$ cat config.mk
export PLATFORM = sky130hd
export DESIGN_NAME = isoc_div
export DESIGN_NICKNAME = d
export VERILOG_FILES = /design/src/sv/isoc_pkg.sv /design/src/sv/isoc_div.sv
export SDC_FILE = /design/constraint.sdc
export NUM_CORES = 1
export LEC_CHECK = 0
export ABC_AREA = 1
export BUFFER_PORTS_ARGS = -buffer_cell sky130_fd_sc_hd__buf_4
export CORE_UTILIZATION = 40
export CTS_BUF_LIST = sky130_fd_sc_hd__clkbuf_2 sky130_fd_sc_hd__clkbuf_4 sky130_fd_sc_hd__clkbuf_8
export CTS_CLUSTER_SIZE = 25
export DETAILED_ROUTE_END_ITERATION = 7
export GPL_ROUTABILITY_DRIVEN = 1
export SETUP_SLACK_MARGIN = 0.1
export SLEW_MARGIN = 20
export SYNTH_ARGS = -nofsm -noshare
export SYNTH_HDL_FRONTEND = slang
export SYNTH_SLANG_ARGS = --single-unit
$ cat constraint.sdc
create_clock -name clock -period 5.6 [get_ports clock]
set_input_delay 1.68 -clock clock [delete_from_list [all_inputs] [get_ports clock]]
set_output_delay 1.68 -clock clock [all_outputs]
set_load 0.02 [all_outputs]
$ cat src/sv/isoc_pkg.sv
// ----------------------------------------------------------------------------
// IMU stillness offset calibrator: shared types and constants
// Sample layout, accumulator widths, divider constants, register map
// and calibration phase codes.
// ----------------------------------------------------------------------------
package isoc_pkg;

   localparam int AXIS_W    = 16;
   localparam int NUM_AXES  = 6;
   localparam int NUM_GYRO  = 3;
   localparam int GYRO_BASE = 3;
   localparam int AXIS_AZ   = 2;

   localparam int SUM_W = 25;
   localparam int MAG_W = 24;

   localparam int RECIP_W     = 32;
   localparam int RECIP_SHIFT = 31;
   localparam int DIV_W       = 8;
   localparam int DIV_LAT     = 4;

   localparam int THR_W     = 16;
   localparam int NEEDED_W  = 8;
   localparam int GRAVITY_W = 15;

   localparam logic [THR_W-1:0]     THRESHOLD_RST = 16'd10;
   localparam logic [NEEDED_W-1:0]  NEEDED_RST    = 8'd30;
   localparam logic [GRAVITY_W-1:0] GRAVITY_RST   = 15'd16383;

   localparam int CSR_AW = 4;
   localparam int CSR_DW = 32;

   typedef enum logic [1:0] {
      CSR_THRESHOLD = 2'd0,
      CSR_NEEDED    = 2'd1,
      CSR_GRAVITY   = 2'd2
   } csr_index_type;

   typedef enum logic [1:0] {
      PH_WAIT = 2'd0,
      PH_AVG  = 2'd1,
      PH_DONE = 2'd2
   } phase_type;

   typedef logic [NUM_AXES-1:0][AXIS_W-1:0] sample_type;

endpackage

$ cat src/sv/isoc_div.sv
// ----------------------------------------------------------------------------
// Offset divider
// Divides one signed axis sum by a constant count, truncating toward zero,
// through reciprocal multiply and a single correction step over four stages.
// ----------------------------------------------------------------------------
module isoc_div import isoc_pkg::*; #(
   parameter int DIVISOR = 255
) (
   input  logic                    clock,
   input  logic                    advance,
   input  logic signed [SUM_W-1:0] sum_i,
   output logic [AXIS_W-1:0]       offset_o
);

   localparam int PROD_W = MAG_W + RECIP_W;
   localparam logic [RECIP_W-1:0] RECIP = RECIP_W'((64'd1 << RECIP_SHIFT) / DIVISOR);
   localparam logic [DIV_W-1:0] DIV_N = DIV_W'(DIVISOR);

   logic [SUM_W-1:0]  abs_in;
   logic              neg_a_ff;
   logic [MAG_W-1:0]  mag_a_ff;

   logic [PROD_W-1:0] prod;
   logic              neg_b_ff;
   logic [MAG_W-1:0]  mag_b_ff;
   logic [MAG_W-1:0]  q_b_ff;

   logic [MAG_W+DIV_W-1:0] qn_full;
   logic              neg_c_ff;
   logic [MAG_W-1:0]  mag_c_ff;
   logic [MAG_W-1:0]  q_c_ff;
   logic [MAG_W-1:0]  qn_c_ff;

   logic [MAG_W-1:0]  rem;
   logic [MAG_W-1:0]  q_fix;
   logic [AXIS_W-1:0] off_in;
   logic [AXIS_W-1:0] off_d_ff;

   assign abs_in  = sum_i[SUM_W-1] ? SUM_W'(-sum_i) : SUM_W'(sum_i);
   assign prod    = {{RECIP_W{1'b0}}, mag_a_ff} * {{MAG_W{1'b0}}, RECIP};
   assign qn_full = {{DIV_W{1'b0}}, q_b_ff} * {{MAG_W{1'b0}}, DIV_N};
   assign rem     = mag_c_ff - qn_c_ff;
   assign q_fix   = (rem >= MAG_W'(DIV_N)) ? q_c_ff + MAG_W'(1) : q_c_ff;
   assign off_in  = neg_c_ff ? AXIS_W'(-q_fix[AXIS_W-1:0]) : q_fix[AXIS_W-1:0];

   always_ff @(posedge clock) begin
      if (advance) begin
         neg_a_ff <= sum_i[SUM_W-1];
         mag_a_ff <= abs_in[MAG_W-1:0];
         neg_b_ff <= neg_a_ff;
         mag_b_ff <= mag_a_ff;
         q_b_ff   <= prod[RECIP_SHIFT +: MAG_W];
         neg_c_ff <= neg_b_ff;
         mag_c_ff <= mag_b_ff;
         q_c_ff   <= q_b_ff;
         qn_c_ff  <= qn_full[MAG_W-1:0];
         off_d_ff <= off_in;
      end
   end

   assign offset_o = off_d_ff;

endmodule

# Yosys cells after proc, flatten, opt, wreduce, memory -nomap -nowiden
# Index checks and enable logic that the tools add are counted.
# Widths: inputs -> output; s select.
totals:
  memories: 0
  romBits: 0
  input_bits: 27
  ramBits: 0
  reg_bits: 148
  out_inout_bits: 16
  latch_bits: 0
op_classes:
  bitwise_logic: 0
  order_cmp: 1
  n_div: 0
  n_addsub: 4
  eq_ne: 0
  reduce_logical: 0
  n_mul: 2
  shift: 0
  n_mux: 3
op_table:
  columns: ["operator", "n"]
  rows:
  - ["$mul 24x17->41 const B", 1]
  - ["$mux 16", 2]
  - ["$ge 24x8->1 const B", 1]
  - ["$mul 17x8->24 const B", 1]
  - ["$mux 24", 1]
  - ["$neg 24->24", 1]
  - ["$sub 24x24->24", 1]
  - ["$add 16x1->16 const B", 1]
  - ["$neg 16->16", 1]

# Logic depth before layout (Yosys ltp)
depth:
  ltp_word: 5
  mapped_depth: 28
  mapped_depth_nobuf: 28

# Least setup slack after synthesis
# OpenSTA, ideal clock, no wires.
synth_timing:
  kind: "register -> register"
  from: "register q_b_ff[3]"
  to: "register qn_c_ff[23] (data pin)"
  setup_ps: 261
  arrival_time_ps: 4432
  stages_incl_launch_ff: 20
  slack_ps: 908
  path_cell_list: "edfxtp_1 fa_1 inv_1 fa_1 inv_1 fa_1 fa_1 ha_1 nand2_1 o21ai_0 o211ai_1 nand2_1 nand2_1 a21oi_1 nand3_1 nand2_1 a21oi_1 nor4_1 nor2_1 xor2_1"
synth_between:
  elab_chain_cells: 1
synth_rtl:
  columns: ["item", "line", "rtl"]
  rows:
  - ["from (decl)", "isoc_div.sv:26", "logic [MAG_W-1:0] q_b_ff;"]
  - ["from (signal assigned)", "isoc_div.sv:52", "q_b_ff <= prod[RECIP_SHIFT +: MAG_W];"]
  - ["$mul 17x8->24", "isoc_div.sv:41", "assign qn_full = {{DIV_W{1'b0}}, q_b_ff} * {{MAG_W{1'b0}}, DIV_N};"]
  - ["named net qn_full[23]", "isoc_div.sv:28", "logic [MAG_W+DIV_W-1:0] qn_full;"]
  - ["to (signal assigned)", "isoc_div.sv:56", "qn_c_ff <= qn_full[MAG_W-1:0];"]
  - ["to (decl)", "isoc_div.sv:32", "logic [MAG_W-1:0] qn_c_ff;"]
# The timed path passes the listed nets, and every way through them passes these cells.
# A chain may end at the register's enable or synchronous reset.

# Worst setup path after layout
# Ends and elaborated chain as after synthesis.

==> out/qor.yml <==
outcome:
  outcome: "finished clean"
logic_synthesis:
  async_flop_share_pct: 0
  synth-xor-area-share_pct: 5.26
  seq_area_frac_synth_pct: 33.6
  ys_warn_count: 0
  avgSynthCellArea_sq_um: 8.83
  synth-edff-count: 147
  synth.top_cell.area_share_pct: 33.6
  yosys.area.top_type: "edfxtp_1"
  synth_area_leaders: "edfxtp_1, ha_1, fa_1, nand2_1, inv_1"
  synthesis.nets: 1754
  synthFlopType: "edfxtp_1"
  synth_cells: 1489
  yosys.area_share.simple_pct: 20.1
  synthMuxAreaShare_pct: 0
  synth.most_common_cell: "nand2_1"
  syn-cell-area_sq_mm: 0.0132
  ys_types: 39
  synth-adder-area-share_pct: 27.3
  synth_top_family_by_area: "adder cells"
  synth_seq_cells: 147
  synth_compound_area_share_pct: 4.71
  synthTopCellsByCount: "nand2_1, inv_1, ha_1"
layout:
  n_antenna_cell: 0
  area_growth_pct: 9.30
  num-fill-cells: 3157
  fin_nets: 1810
  drive_gt1_share_pct: 8.73
drt:
  wl_per_cell_microns: 14.1
  dr.pass1.iters: 4
  routed_wl_mm: 28.2
  drtAntennaViolNets: 0
  drc: 0
  drt_first_iter_violations: 516
  drt-vias-per-instance: 4.81
  via_count: 9625
clocking:
  clock_latency_ns: 0.46
  clockBufferDepth: 2
  cts.clk_slew.worst_paths_ns: 0.09
  cts_buffers: 17
  h-tree-depth: 4
  clkSinkCount: 147
  post_cts_buffers: 0
  ctsHoldBuffers: 0
  root_buffer: "clkbuf_8"
  cts_tree: "built"
  ctsResizeCount: 0
timing:
  finalSetupTns_ns: 0
  skew_ns: 0.0126
  period_needed_ns: 5.04
  hold_violations: 0
  fin_crit_sh_pct: 89.9
  slew_viol_final: 0
  setup_violations: 0
  slew_headroom_pct: 38.6
  tightest_slew_ns: 0.921
  grt_setup_unrepaired: "false"
  fmax_mhz: 199
setup_path:
  cp_slowest_cell: "fa_1"
  cp-end-kind: "register"
  r2r_slack_ns: 0.56
  cp_max_fo: 6
  path_cells: "fa_1 -> inv_1 -> fa_1 -> inv_1 -> fa_1 -> fa_1 -> ha_1 -> nand2_1 -> o21ai_0 -> o211ai_1 -> nand2_1 -> nand2_1 -> a21oi_1 -> nand3_1 -> nand2_1 -> a21oi_1 -> nor4_1 -> nor2_1 -> xor2_1"
  crit_required_ns: 5.82
  slowest_delay_ns: 0.63
  crit_start: "q_b_ff[3]"
  worst_setup_path_start_kind: "register"
  worstReg2RegStart: "q_b_ff[3]"
  critPathKind: "reg2reg"
  critPathArrivalTime_ns: 5.25
floorplanning:
  rows: 66
  core_area_sq_mm: 0.0325
  die_x_microns: 183
  io_pins: 43
  dieArea_sq_mm: 0.0336
  die_y_microns: 183
  start_util_pct: 40.5
placed_design:
  dp_hpwl_mm: 23.9
  place_congestion: 0.896
  portBuffers: 42
grt:
  grt_antenna_before_repair: 0
  grt_pass1_wl_mm: 46.8
  grt_use_total_pct: 18.1
  first_global_vias: 9490
  grt_max_degree: 100
  grt_overflow: 0
min_path:
  hold_class: "reg2reg"
  hold_path_startpoint: "mag_b_ff[10]"
job:
  cap_violations: 0
## per-layer routing
layer	share of wire (%)	GRT usage (%)	vias to the layer above	routed length (microns)
li1	-	-	4900	-
met1	47	23.6	4511	13300
met2	47	30.2	172	13100
met3	3.3	2.56	42	928
met4	3.0	7.23	0	860
met5	0	0	-	0
## flip-flops by register name (all words and copies together), names as in the netlist
name / cells
mag_a_ff: 24
offset_o: 16
mag_c_ff: 24
neg_b_ff: 1
neg_c_ff: 1
q_c_ff: 15
mag_b_ff: 24
neg_a_ff: 1
qn_c_ff: 24
q_b_ff: 17
## area by class of cell
class / instances / area, sq um / area share [%]
well taps: 442 / 553 / 3.85
clock buffers: 19 / 249 / 1.73
multi-input cells: 1029 / 7550 / 52.5
flip-flops and latches: 147 / 4410 / 30.7
repair buffers: 44 / 334 / 2.32
clock inverters: 13 / 124 / 0.862
inverters: 306 / 1150 / 7.99
## critical path: cells and delay by family (launching register included)
| family | cells | cell delay (ns) |
|---|---|---|
| simple gates | 7 | 0.74 |
| xor+xnor | 1 | 0.14 |
| buf+inv | 2 | 0.13 |
| flops | 1 | 0.53 |
| compound gates | 4 | 0.69 |
| fa+ha+maj | 5 | 2.53 |
## kinds of logic (layout without fill, tap and decap cells)
kind of cell | after synthesis | count (layout)
DFF | 147 | 147
adders and majority gates | 238 | 238
xor gates and xnor gates | 79 | 79
AOI/OAI and AO/OA | 112 | 112
and+or+nand+nor | 600 | 600
buffers and inverters | 313 | 382
## layout by cell type, fill, tap and decap left out, drive strengths merged
master and n:
clkinv 5, and2 1, nor2 130, buf 44, o211ai 5, edfxtp 147, nand3 62, nor3 15
nor3b 3, fa 82, or2 2, bufinv 1, o221ai 3, nand3b 7, a31oi 1, o21a 2
o21ai 29, nor4 8, xor2 55, clkbuf 19, a21boi 1, nand2 342, ha 156, a21o 2
inv 311, nand4 30, xnor2 24, a21oi 68, o31ai 1, clkinvlp 2
## through the flow
step	std cells	hold WS (ns)	worst slack, ns	utilization, %	area (sq um)
floorplan	1489	0.400	0.908	-	13200
global placement	1968	0.403	0.659	43.1	14000
detailed placement	1968	0.405	0.547	43.1	14000
CTS	2000	0.422	0.540	44.3	14400
global route	2000	0.429	0.207	44.3	14400
finish	2000	0.422	0.565	44.3	14400
## path summary, 6_finish.rpt
path	cells after the start	end
min	0	mag_c_ff[10]
max	19	qn_c_ff[23]
min reg2reg	0	mag_c_ff[10]
max reg2reg	19	qn_c_ff[23]
Power is not shown: default switching activity piles up to over one toggle a cycle in this logic, so the estimate is an artifact.
